**src/rtl/wsp_pkg.sv**
```systemverilog
// Types and constants shared by the WAV stream parser modules.
package wsp_pkg;

   typedef enum logic [2:0] {
      PH_HEADER = 3'd0,
      PH_SCAN   = 3'd1,
      PH_SIZE   = 3'd2,
      PH_DATA   = 3'd3,
      PH_DONE   = 3'd4
   } phase_type;

   localparam logic        KIND_HEADER = 1'b0;
   localparam logic        KIND_SAMPLE = 1'b1;

   localparam logic [31:0] DATA_TAG    = 32'h64617461;

   // Byte offsets of the captured fields within the fixed header.
   localparam logic [5:0]  HDR_FORMAT  = 6'd20;
   localparam logic [5:0]  HDR_CHANS   = 6'd22;
   localparam logic [5:0]  HDR_RATE    = 6'd24;
   localparam logic [5:0]  HDR_BPS     = 6'd28;
   localparam logic [5:0]  HDR_ALIGN   = 6'd32;
   localparam logic [5:0]  HDR_BITS    = 6'd34;
   localparam logic [5:0]  HDR_LAST    = 6'd35;

   localparam logic [1:0]  GROUP_LAST  = 2'd3;

   typedef struct packed {
      logic [7:0] data_byte;
      logic       start_of_file;
   } wsp_request_type;

   typedef struct packed {
      logic            valid;
      wsp_request_type req;
   } wsp_staged_type;

   typedef struct packed {
      logic               kind;
      logic [15:0]        audio_format;
      logic [15:0]        num_channels;
      logic [31:0]        sample_rate;
      logic [31:0]        byte_rate;
      logic [15:0]        block_align;
      logic [15:0]        bits_per_sample;
      logic [31:0]        data_size;
      logic signed [15:0] sample_value;
      logic [15:0]        channel_index;
      logic               last_sample;
   } wsp_result_type;

endpackage

```
**src/rtl/wsp_req_if.sv**
```systemverilog
// Request channel carrying one file byte per transfer.
interface wsp_req_if;
   logic       valid;
   logic       ready;
   logic [7:0] data_byte;
   logic       start_of_file;

   modport source (output valid, output data_byte, output start_of_file, input ready);
   modport sink   (input valid, input data_byte, input start_of_file, output ready);
endinterface

```
**src/rtl/wsp_rsp_if.sv**
```systemverilog
// Result channel carrying header summaries and audio samples.
interface wsp_rsp_if;
   logic               valid;
   logic               ready;
   logic               kind;
   logic [15:0]        audio_format;
   logic [15:0]        num_channels;
   logic [31:0]        sample_rate;
   logic [31:0]        byte_rate;
   logic [15:0]        block_align;
   logic [15:0]        bits_per_sample;
   logic [31:0]        data_size;
   logic signed [15:0] sample_value;
   logic [15:0]        channel_index;
   logic               last_sample;

   modport source (output valid, output kind, output audio_format, output num_channels,
                   output sample_rate, output byte_rate, output block_align,
                   output bits_per_sample, output data_size, output sample_value,
                   output channel_index, output last_sample, input ready);
   modport sink   (input valid, input kind, input audio_format, input num_channels,
                   input sample_rate, input byte_rate, input block_align,
                   input bits_per_sample, input data_size, input sample_value,
                   input channel_index, input last_sample, output ready);
endinterface

```
**src/rtl/wav_stream_parser_unit.sv**
```systemverilog
// Top level of the byte-serial WAV (RIFF PCM 16-bit) stream parser.
//
// The request channel takes one file byte per request, in file order, with
// start_of_file marking byte 0 of a new file; the mark restarts the parse in
// any phase and drops a half-built sample. The 36-byte header is captured,
// 4-byte groups are scanned for the "data" tag, and after the 4-byte size one
// header summary goes out on the result channel (kind 0). Each following pair
// of bytes then gives one sample result (kind 1) with its channel position
// and a flag on the final sample. Odd trailing bytes and bytes after the data
// chunk give no result.
// Path: a request passes through the input register, then the parse logic
// into the result register, which presents the result.
// Throughput: one request per clock cycle while the receiver takes results;
// the parse state steps once per request, so the only limit is the result register.
// While the receiver stalls, one request waits in the input register and then
// the request channel deasserts ready; nothing is lost or repeated.
// Reset clears the parse state to the start of the header, as if a file began.
module wav_stream_parser_unit (
   input  logic      clock,
   input  logic      reset,
   wsp_req_if.sink   req_chan,
   wsp_rsp_if.source rsp_chan
);
   import wsp_pkg::*;

   wsp_staged_type staged;
   wsp_result_type result;
   logic           result_valid;
   logic           advance;
   logic           step;

   assign step = staged.valid && advance;

   wsp_input_stage u_input (
      .clock    (clock),
      .reset    (reset),
      .req_chan (req_chan),
      .advance  (advance),
      .staged   (staged)
   );

   wsp_parse_core u_core (
      .clock        (clock),
      .reset        (reset),
      .step         (step),
      .req          (staged.req),
      .result_valid (result_valid),
      .result       (result)
   );

   wsp_output_stage u_output (
      .clock        (clock),
      .reset        (reset),
      .result_valid (result_valid),
      .result       (result),
      .advance      (advance),
      .rsp_chan     (rsp_chan)
   );

   // A sample never carries a channel position beyond the channel count.
   a_channel_in_range: assert property (@(posedge clock) disable iff (reset)
      (rsp_chan.valid && (rsp_chan.kind == KIND_SAMPLE) && (rsp_chan.num_channels != 16'd0))
      |-> (rsp_chan.channel_index < rsp_chan.num_channels))
      else $error("sample channel position out of range");

   // The header summary carries no sample content.
   a_header_clean: assert property (@(posedge clock) disable iff (reset)
      (rsp_chan.valid && (rsp_chan.kind == KIND_HEADER))
      |-> ((rsp_chan.sample_value == 16'sd0) && (rsp_chan.channel_index == 16'd0)
           && !rsp_chan.last_sample))
      else $error("header summary carries sample fields");

   // A request waiting in the input register is held until the parser takes it.
   a_staged_hold: assert property (@(posedge clock) disable iff (reset)
      (staged.valid && !advance) |=> (staged.valid && $stable(staged.req)))
      else $error("staged request lost while stalled");

   // No result is produced without a request in the input register.
   a_result_source: assert property (@(posedge clock) disable iff (reset)
      result_valid |-> (staged.valid && advance))
      else $error("result without a staged request");
endmodule

```
**src/rtl/wsp_input_stage.sv**
```systemverilog
// Input register that holds one accepted request until the parser takes it.
module wsp_input_stage (
   input  logic                    clock,
   input  logic                    reset,
   wsp_req_if.sink                 req_chan,
   input  logic                    advance,
   output wsp_pkg::wsp_staged_type staged
);
   import wsp_pkg::*;

   logic            valid_ff;
   logic            valid_in;
   wsp_request_type req_ff;
   logic            take;

   assign req_chan.ready = !valid_ff || advance;
   assign take           = req_chan.valid && req_chan.ready;
   assign valid_in       = req_chan.ready ? req_chan.valid : valid_ff;

   always_ff @(posedge clock) begin
      if (reset) begin
         valid_ff <= 1'b0;
      end else begin
         valid_ff <= valid_in;
      end
   end

   always_ff @(posedge clock) begin
      if (take) begin
         req_ff.data_byte     <= req_chan.data_byte;
         req_ff.start_of_file <= req_chan.start_of_file;
      end
   end

   assign staged.valid = valid_ff;
   assign staged.req   = req_ff;
endmodule

```
**src/rtl/wsp_parse_core.sv**
```systemverilog
// Parse state machine: header capture, tag scan, size capture and sample assembly.
module wsp_parse_core (
   input  logic                     clock,
   input  logic                     reset,
   input  logic                     step,
   input  wsp_pkg::wsp_request_type req,
   output logic                     result_valid,
   output wsp_pkg::wsp_result_type  result
);
   import wsp_pkg::*;

   phase_type   phase_ff,  phase_in;
   logic [5:0]  hdr_cnt_ff, hdr_cnt_in;
   logic [1:0]  grp_cnt_ff, grp_cnt_in;
   logic [31:0] tag_ff,    tag_in;
   logic [15:0] format_ff, format_in;
   logic [15:0] chans_ff,  chans_in;
   logic [31:0] rate_ff,   rate_in;
   logic [31:0] bps_ff,    bps_in;
   logic [15:0] align_ff,  align_in;
   logic [15:0] bits_ff,   bits_in;
   logic [31:0] size_ff,   size_in;
   logic [30:0] left_ff,   left_in;
   logic [7:0]  low_ff,    low_in;
   logic        bphase_ff, bphase_in;
   logic [15:0] chan_ff,   chan_in;

   // View of the control state after an optional restart by the start mark.
   phase_type   ph;
   logic [5:0]  hdr_cnt;
   logic [1:0]  grp_cnt;
   logic [31:0] tag;
   logic [30:0] left;
   logic        bphase;
   logic [15:0] chan;
   logic [15:0] chan_mod;
   logic [16:0] chan_next;
   logic [7:0]  b;
   logic        produce;

   always_comb begin
      b        = req.data_byte;
      ph       = req.start_of_file ? PH_HEADER : phase_ff;
      hdr_cnt  = req.start_of_file ? 6'd0  : hdr_cnt_ff;
      grp_cnt  = req.start_of_file ? 2'd0  : grp_cnt_ff;
      tag      = req.start_of_file ? 32'd0 : tag_ff;
      left     = req.start_of_file ? 31'd0 : left_ff;
      bphase   = req.start_of_file ? 1'b0  : bphase_ff;
      chan     = req.start_of_file ? 16'd0 : chan_ff;
      chan_mod = (chans_ff == 16'd0) ? 16'd1 : chans_ff;
      chan_next = {1'b0, chan} + 17'd1;

      phase_in   = ph;
      hdr_cnt_in = hdr_cnt;
      grp_cnt_in = grp_cnt;
      tag_in     = tag;
      format_in  = format_ff;
      chans_in   = chans_ff;
      rate_in    = rate_ff;
      bps_in     = bps_ff;
      align_in   = align_ff;
      bits_in    = bits_ff;
      size_in    = size_ff;
      left_in    = left;
      low_in     = req.start_of_file ? 8'd0 : low_ff;
      bphase_in  = bphase;
      chan_in    = chan;
      produce    = 1'b0;

      result.kind          = KIND_HEADER;
      result.sample_value  = 16'sd0;
      result.channel_index = 16'd0;
      result.last_sample   = 1'b0;

      case (ph)
         PH_HEADER: begin
            case (hdr_cnt)
               HDR_FORMAT:         format_in[7:0]   = b;
               HDR_FORMAT + 6'd1:  format_in[15:8]  = b;
               HDR_CHANS:          chans_in[7:0]    = b;
               HDR_CHANS + 6'd1:   chans_in[15:8]   = b;
               HDR_RATE:           rate_in[7:0]     = b;
               HDR_RATE + 6'd1:    rate_in[15:8]    = b;
               HDR_RATE + 6'd2:    rate_in[23:16]   = b;
               HDR_RATE + 6'd3:    rate_in[31:24]   = b;
               HDR_BPS:            bps_in[7:0]      = b;
               HDR_BPS + 6'd1:     bps_in[15:8]     = b;
               HDR_BPS + 6'd2:     bps_in[23:16]    = b;
               HDR_BPS + 6'd3:     bps_in[31:24]    = b;
               HDR_ALIGN:          align_in[7:0]    = b;
               HDR_ALIGN + 6'd1:   align_in[15:8]   = b;
               HDR_BITS:           bits_in[7:0]     = b;
               HDR_BITS + 6'd1:    bits_in[15:8]    = b;
               default: ;
            endcase
            if (hdr_cnt >= HDR_LAST) begin
               hdr_cnt_in = 6'd0;
               grp_cnt_in = 2'd0;
               phase_in   = PH_SCAN;
            end else begin
               hdr_cnt_in = hdr_cnt + 6'd1;
            end
         end
         PH_SCAN: begin
            tag_in = {tag[23:0], b};
            if (grp_cnt == GROUP_LAST) begin
               grp_cnt_in = 2'd0;
               if (tag_in == DATA_TAG) begin
                  phase_in = PH_SIZE;
               end
            end else begin
               grp_cnt_in = grp_cnt + 2'd1;
            end
         end
         PH_SIZE: begin
            case (grp_cnt)
               2'd0:    size_in[7:0]   = b;
               2'd1:    size_in[15:8]  = b;
               2'd2:    size_in[23:16] = b;
               default: size_in[31:24] = b;
            endcase
            if (grp_cnt != GROUP_LAST) begin
               grp_cnt_in = grp_cnt + 2'd1;
            end else begin
               grp_cnt_in = 2'd0;
               left_in    = size_in[31:1];
               bphase_in  = 1'b0;
               chan_in    = 16'd0;
               phase_in   = (size_in[31:1] != 31'd0) ? PH_DATA : PH_DONE;
               produce    = 1'b1;
            end
         end
         PH_DATA: begin
            if (!bphase) begin
               low_in    = b;
               bphase_in = 1'b1;
            end else begin
               bphase_in            = 1'b0;
               produce              = 1'b1;
               result.kind          = KIND_SAMPLE;
               result.sample_value  = {b, low_ff};
               result.channel_index = chan;
               result.last_sample   = (left == 31'd1);
               chan_in  = (chan_next >= {1'b0, chan_mod}) ? 16'd0 : chan_next[15:0];
               left_in  = left - 31'd1;
               if (left_in == 31'd0) begin
                  phase_in = PH_DONE;
               end
            end
         end
         default: ;
      endcase

      result.audio_format    = format_in;
      result.num_channels    = chans_in;
      result.sample_rate     = rate_in;
      result.byte_rate       = bps_in;
      result.block_align     = align_in;
      result.bits_per_sample = bits_in;
      result.data_size       = size_in;
      result_valid           = step && produce;
   end

   always_ff @(posedge clock) begin
      if (reset) begin
         phase_ff   <= PH_HEADER;
         hdr_cnt_ff <= 6'd0;
         grp_cnt_ff <= 2'd0;
         tag_ff     <= 32'd0;
         format_ff  <= 16'd0;
         chans_ff   <= 16'd0;
         rate_ff    <= 32'd0;
         bps_ff     <= 32'd0;
         align_ff   <= 16'd0;
         bits_ff    <= 16'd0;
         size_ff    <= 32'd0;
         left_ff    <= 31'd0;
         low_ff     <= 8'd0;
         bphase_ff  <= 1'b0;
         chan_ff    <= 16'd0;
      end else if (step) begin
         phase_ff   <= phase_in;
         hdr_cnt_ff <= hdr_cnt_in;
         grp_cnt_ff <= grp_cnt_in;
         tag_ff     <= tag_in;
         format_ff  <= format_in;
         chans_ff   <= chans_in;
         rate_ff    <= rate_in;
         bps_ff     <= bps_in;
         align_ff   <= align_in;
         bits_ff    <= bits_in;
         size_ff    <= size_in;
         left_ff    <= left_in;
         low_ff     <= low_in;
         bphase_ff  <= bphase_in;
         chan_ff    <= chan_in;
      end
   end
endmodule

```
**src/rtl/wsp_output_stage.sv**
```systemverilog
// Result register that drives the result channel and paces the pipeline.
module wsp_output_stage (
   input  logic                    clock,
   input  logic                    reset,
   input  logic                    result_valid,
   input  wsp_pkg::wsp_result_type result,
   output logic                    advance,
   wsp_rsp_if.source               rsp_chan
);
   import wsp_pkg::*;

   logic           valid_ff;
   logic           valid_in;
   wsp_result_type out_ff;

   // The pipeline moves whenever the result register is empty or being emptied.
   assign advance  = !valid_ff || rsp_chan.ready;
   assign valid_in = advance ? result_valid : valid_ff;

   always_ff @(posedge clock) begin
      if (reset) begin
         valid_ff <= 1'b0;
      end else begin
         valid_ff <= valid_in;
      end
   end

   always_ff @(posedge clock) begin
      if (advance && result_valid) begin
         out_ff <= result;
      end
   end

   assign rsp_chan.valid           = valid_ff;
   assign rsp_chan.kind            = out_ff.kind;
   assign rsp_chan.audio_format    = out_ff.audio_format;
   assign rsp_chan.num_channels    = out_ff.num_channels;
   assign rsp_chan.sample_rate     = out_ff.sample_rate;
   assign rsp_chan.byte_rate       = out_ff.byte_rate;
   assign rsp_chan.block_align     = out_ff.block_align;
   assign rsp_chan.bits_per_sample = out_ff.bits_per_sample;
   assign rsp_chan.data_size       = out_ff.data_size;
   assign rsp_chan.sample_value    = out_ff.sample_value;
   assign rsp_chan.channel_index   = out_ff.channel_index;
   assign rsp_chan.last_sample     = out_ff.last_sample;
endmodule

```
**src/flat_wrapper.sv**
```systemverilog
// flat-port wrapper written by rule: the top's interface ports become plain ports
module wav_stream_parser_unit_flat import wsp_pkg::*;
  (clock, reset, req_chan_valid, req_chan_data_byte, req_chan_start_of_file, req_chan_ready, rsp_chan_valid, rsp_chan_kind, rsp_chan_audio_format, rsp_chan_num_channels, rsp_chan_sample_rate, rsp_chan_byte_rate, rsp_chan_block_align, rsp_chan_bits_per_sample, rsp_chan_data_size, rsp_chan_sample_value, rsp_chan_channel_index, rsp_chan_last_sample, rsp_chan_ready);
  wsp_req_if req_chan_i ();
  wsp_rsp_if rsp_chan_i ();
  input  logic clock;
  input  logic reset;
  input wire logic [$bits(req_chan_i.valid)-1:0] req_chan_valid;
  input wire logic [$bits(req_chan_i.data_byte)-1:0] req_chan_data_byte;
  input wire logic [$bits(req_chan_i.start_of_file)-1:0] req_chan_start_of_file;
  output wire logic [$bits(req_chan_i.ready)-1:0] req_chan_ready;
  output wire logic [$bits(rsp_chan_i.valid)-1:0] rsp_chan_valid;
  output wire logic [$bits(rsp_chan_i.kind)-1:0] rsp_chan_kind;
  output wire logic [$bits(rsp_chan_i.audio_format)-1:0] rsp_chan_audio_format;
  output wire logic [$bits(rsp_chan_i.num_channels)-1:0] rsp_chan_num_channels;
  output wire logic [$bits(rsp_chan_i.sample_rate)-1:0] rsp_chan_sample_rate;
  output wire logic [$bits(rsp_chan_i.byte_rate)-1:0] rsp_chan_byte_rate;
  output wire logic [$bits(rsp_chan_i.block_align)-1:0] rsp_chan_block_align;
  output wire logic [$bits(rsp_chan_i.bits_per_sample)-1:0] rsp_chan_bits_per_sample;
  output wire logic [$bits(rsp_chan_i.data_size)-1:0] rsp_chan_data_size;
  output wire logic [$bits(rsp_chan_i.sample_value)-1:0] rsp_chan_sample_value;
  output wire logic [$bits(rsp_chan_i.channel_index)-1:0] rsp_chan_channel_index;
  output wire logic [$bits(rsp_chan_i.last_sample)-1:0] rsp_chan_last_sample;
  input wire logic [$bits(rsp_chan_i.ready)-1:0] rsp_chan_ready;
  assign req_chan_i.valid = req_chan_valid;
  assign req_chan_i.data_byte = req_chan_data_byte;
  assign req_chan_i.start_of_file = req_chan_start_of_file;
  assign req_chan_ready = req_chan_i.ready;
  assign rsp_chan_valid = rsp_chan_i.valid;
  assign rsp_chan_kind = rsp_chan_i.kind;
  assign rsp_chan_audio_format = rsp_chan_i.audio_format;
  assign rsp_chan_num_channels = rsp_chan_i.num_channels;
  assign rsp_chan_sample_rate = rsp_chan_i.sample_rate;
  assign rsp_chan_byte_rate = rsp_chan_i.byte_rate;
  assign rsp_chan_block_align = rsp_chan_i.block_align;
  assign rsp_chan_bits_per_sample = rsp_chan_i.bits_per_sample;
  assign rsp_chan_data_size = rsp_chan_i.data_size;
  assign rsp_chan_sample_value = rsp_chan_i.sample_value;
  assign rsp_chan_channel_index = rsp_chan_i.channel_index;
  assign rsp_chan_last_sample = rsp_chan_i.last_sample;
  assign rsp_chan_i.ready = rsp_chan_ready;
  wav_stream_parser_unit u_core (.clock(clock), .reset(reset), .req_chan(req_chan_i), .rsp_chan(rsp_chan_i));
endmodule
```
**config.mk**
```make
export PLATFORM = sky130hd
export DESIGN_NAME = wav_stream_parser_unit_flat
export DESIGN_NICKNAME = d
export VERILOG_FILES = /design/src/rtl/wsp_pkg.sv /design/src/rtl/wsp_req_if.sv /design/src/rtl/wsp_rsp_if.sv /design/src/rtl/wav_stream_parser_unit.sv /design/src/rtl/wsp_input_stage.sv /design/src/rtl/wsp_parse_core.sv /design/src/rtl/wsp_output_stage.sv /design/src/flat_wrapper.sv
export SDC_FILE = /design/constraint.sdc
export NUM_CORES = 1
export LEC_CHECK = 0
export BUFFER_PORTS_ARGS = -buffer_cell sky130_fd_sc_hd__buf_2
export CAP_MARGIN = 0
export CORE_MARGIN = 2
export CORE_UTILIZATION = 45
export CTS_CLUSTER_DIAMETER = 40
export DETAILED_ROUTE_END_ITERATION = 8
export PLACE_DENSITY = 0.73
export SLEW_MARGIN = 20
export SYNTH_ARGS = -nofsm -noshare
export SYNTH_HDL_FRONTEND = slang
export SYNTH_SLANG_ARGS = --single-unit
```
**constraint.sdc**
```tcl
create_clock -name clock -period 7.9 [get_ports clock]
set_input_delay 0.79 -clock clock [delete_from_list [all_inputs] [get_ports clock]]
set_output_delay 0.79 -clock clock [all_outputs]
set_load 0.05 [all_outputs]
```
==> results by group <==
Outcome
  • Status: completed

Synth
  • Average cell area after synthesis: 9.977 µm²
  • Sequential-to-total area share from yosys stat: 0.5436
  • Mapped Area: 20,530 µm²
  • Most common flop cell mapped by yosys: dfxtp_1
  • Area leader, netlist: edfxtp_1
  • Cells after Synth: 2,058
  • Warning count from the yosys run: 0
  • Syn_nets: 2,099
  • FFs w/ async S/R, synth: 0
  • Post-synth EDFFs: 203
  • Top-area cell type share of the netlist area: 0.2969
  • Most area-consuming cells after synthesis: edfxtp_1 30%, dfxtp_1 25%, mux2_2 8.1%
  • Netlist cell types: 78
  • Seq cells post-synth: 456

Pwr
  • Seq pwr share: 0.428
  • LEAKAGE: 8.934 nW
  • Int Pwr: 4.401 mW
  • Clock network fraction of total power: 0.520
  • Worst IR Drop VDD: 0.1747 mV
  • Net Sw Power: 1.440 mW
  • Sw Share: 0.2465
  • Combinational Power Share: 0.052
  • Pwr/cell area: 240.7 nW/µm²

Floorplanning
  • # rows: 78
  • Die area: 47,350 µm²
  • I/O pin count: 209
  • Core area: 45,190 µm²
  • Die X: 217.6 µm
  • Starting density of the core: 0.4544
  • DIE HEIGHT: 217.6 µm

Place
  • Dpl hpwl: 35.75 mm
  • # port buffers: 208
  • Routability cong.: 0.9536

Worst hold path
  • Hold WC Path Type: in2reg

Critical path
  • Crit-path max FO: 118
  • Worst Setup End Kind: flop
  • WS Path Type: reg2reg
  • Crit-path max cell delay: 0.70 ns
  • Worst Path Arrival: 4.75 ns
  • Critical Path, Cell by Cell: inv_1 -> buf_4 -> nand2_1 -> inv_1 -> ha_1 -> nand2_1 -> buf_4 -> nand2_1 -> nand2_1 -> inv_8 -> buf_4
  • Cell family with most CP delay: buffers and inverters
  • CP Data Required Time: 8.13 ns
  • Crit start category: flop
  • CP most frequent cell: nand2_1
  • CP max stage cell: edfxtp_1
  • Buf+Inv Stages, Crit Path: 6

Global route
  • Initial antenna violation count: 0
  • Grt ovf: 0
  • Largest net degree at the start of global routing: 119
  • First-pass GRT wire length: 88.33 mm
  • Tot GR Track Use: 0.2373
  • Vias in the first global route: 15.87k

Layout
  • Nets: 2,239
  • Commonest non-fill, non-tap cells in the layout: 327 x nand2_1, 253 x dfxtp_1, 207 x buf_2
  • # fillers: 3,919
  • Most common cell after layout, fill and taps aside: nand2_1
  • Layout area overhead: 18.21%
  • Share of cells above drive strength 1: 0.2317

STA
  • Actual slew at the worst max-slew pin: 1.145 ns
  • Clock Skew: 0.02816 ns
  • Setup violations, final: 0
  • Final TNS setup: 0 ns
  • Final Cycle Share: 0.5716
  • Slew Viols, Final: 0
  • RSZ-0062 raised after global routing: false
  • Final hold vios: 0
  • Final min period: 4.516 ns
  • Max Fclk: 221.5 MHz
  • Max transition margin: 0.2365
  • Fin Hold WS: 0.3598 ns

Drt
  • Wirelength per Cell: 20.07 µm
  • Post-Route WL: 57.28 mm
  • Vias per std cell: 5.751
  • Drt drc: 0
  • Via count: 16.41k
  • 1st-iter DRT viols: 1,566
  • Post-route ant nets: 0
  • 1st-pass router iterations: 5

Clocking
  • Total CTS buffers: 67
  • Post-cts resize count: 0
  • Clk_lat worst skew: 0.60 ns
  • Postcts setup bufs: 0
  • Clock transition at the registers of the reported paths: 0.06 ns
  • Cts hold-fix bufs: 0
  • Clock sinks: 456
  • Clk Tree Root Cell: clkbuf_16
  • CTS Buffer Depth: 3
  • CTS tree: built
  • H-tree Lvls: 3

Job
  • Max Cap Violations: 0
## per-layer routing
metal | global-route usage | wire, µm
met1 | 0.3198 | 24850
met2 | 0.3746 | 26590
met3 | 0.04533 | 4126
met4 | 0.09909 | 1717
met5 | 0 | 0
## metrics by stage
stage	setup slack (ns)	area [µm²]	instances	util	total power, mW
after CTS	3.449	24270	2853	0.5370	5.884
after detailed placement	3.481	21940	2729	0.4855	2.844
after global placement	3.468	21940	2729	0.4855	2.838
after global routing	3.032	24270	2853	0.5371	6.027
final	3.384	24270	2854	0.5372	5.841
after floorplan	1.171	20530	2058	-	2.751
## flip-flops by register name (all words and copies together), names as in the netlist, 24 cells and up
name / flops
u_core.u_core.rate_ff: 32
u_core.u_core.left_ff: 31
u_core.u_core.tag_ff: 24
u_core.u_core.bps_ff: 32
u_core.u_core.size_ff: 32
u_core.u_output.rsp_chan.data_size: 32
u_core.u_output.rsp_chan.sample_rate: 32
u_core.u_output.rsp_chan.byte_rate: 32
## synth_stat cells (8+ instances only)
library cell  number
ha_1              28
xor2_1             9
xnor2_1           15
inv_1             29
a211oi_1          12
dfxtp_1          253
a22oi_1           42
clkbuf_1         140
mux2_2           148
buf_1             17
a31oi_1            8
nand2_1          328
and3_1            38
a21o_1            13
o22ai_1            9
nand3_1           28
edfxtp_1         203
o21ai_0           58
o211a_1           17
mux2i_1           30
a21oi_1          176
nor3_1            63
nor4_1            35
nand4_1           18
nand2b_1          13
nor2_1           185
## area by class of cell
class | instances | area (µm²) | share of cell area
clock buffer | 77 | 1765 | 0.07274
antenna | 1 | 2.502 | 0.0001031
clock inverter | 47 | 561.8 | 0.02315
tap | 600 | 750.7 | 0.03093
timing repair buffer | 236 | 1257 | 0.05181
inverter | 31 | 123.9 | 0.005103
multi-input combinational | 1406 | 8650 | 0.3564
sequential | 456 | 11160 | 0.4598
## cells by family (layout without fill, tap and decap cells)
kind of cell	after synthesis	after routing	share of synthesized area
buffers and inverters	196	391	0.03705
AO/OA/AOI/OAI	397	397	0.1210
adder cells (fa/ha/maj)	28	28	0.01706
AND/OR/NAND/NOR	779	779	0.1753
multiplexers	178	178	0.09580
other	0	1	0
XOR/XNOR	24	24	0.01024
flip-flops	456	456	0.5436
## power by group through the flow
stage	combinational (mW)	sequential [mW]	clock, mW
after global routing	0.328	2.50	3.20
after floorplan	0.214	2.54	0
after detailed placement	0.295	2.55	0
after CTS	0.298	2.50	3.09
after global placement	0.290	2.55	0
final	0.303	2.50	3.04
## final timing paths
check	startpoint	endpoint	slack, ns	cells past startpoint
setup reg to reg	u_core.u_input.staged[0]	u_core.u_output.rsp_chan.bits_per_sample[14]	3.38	11
hold reg to reg	u_core.u_core.format_ff[15]	u_core.u_core.format_ff[15]	0.45	2
hold / removal	req_chan_data_byte[6]	u_core.u_input.staged[7]	0.36	1
setup / recovery	u_core.u_input.staged[0]	u_core.u_output.rsp_chan.bits_per_sample[14]	3.38	11
Power figures use the tool's default switching activity.
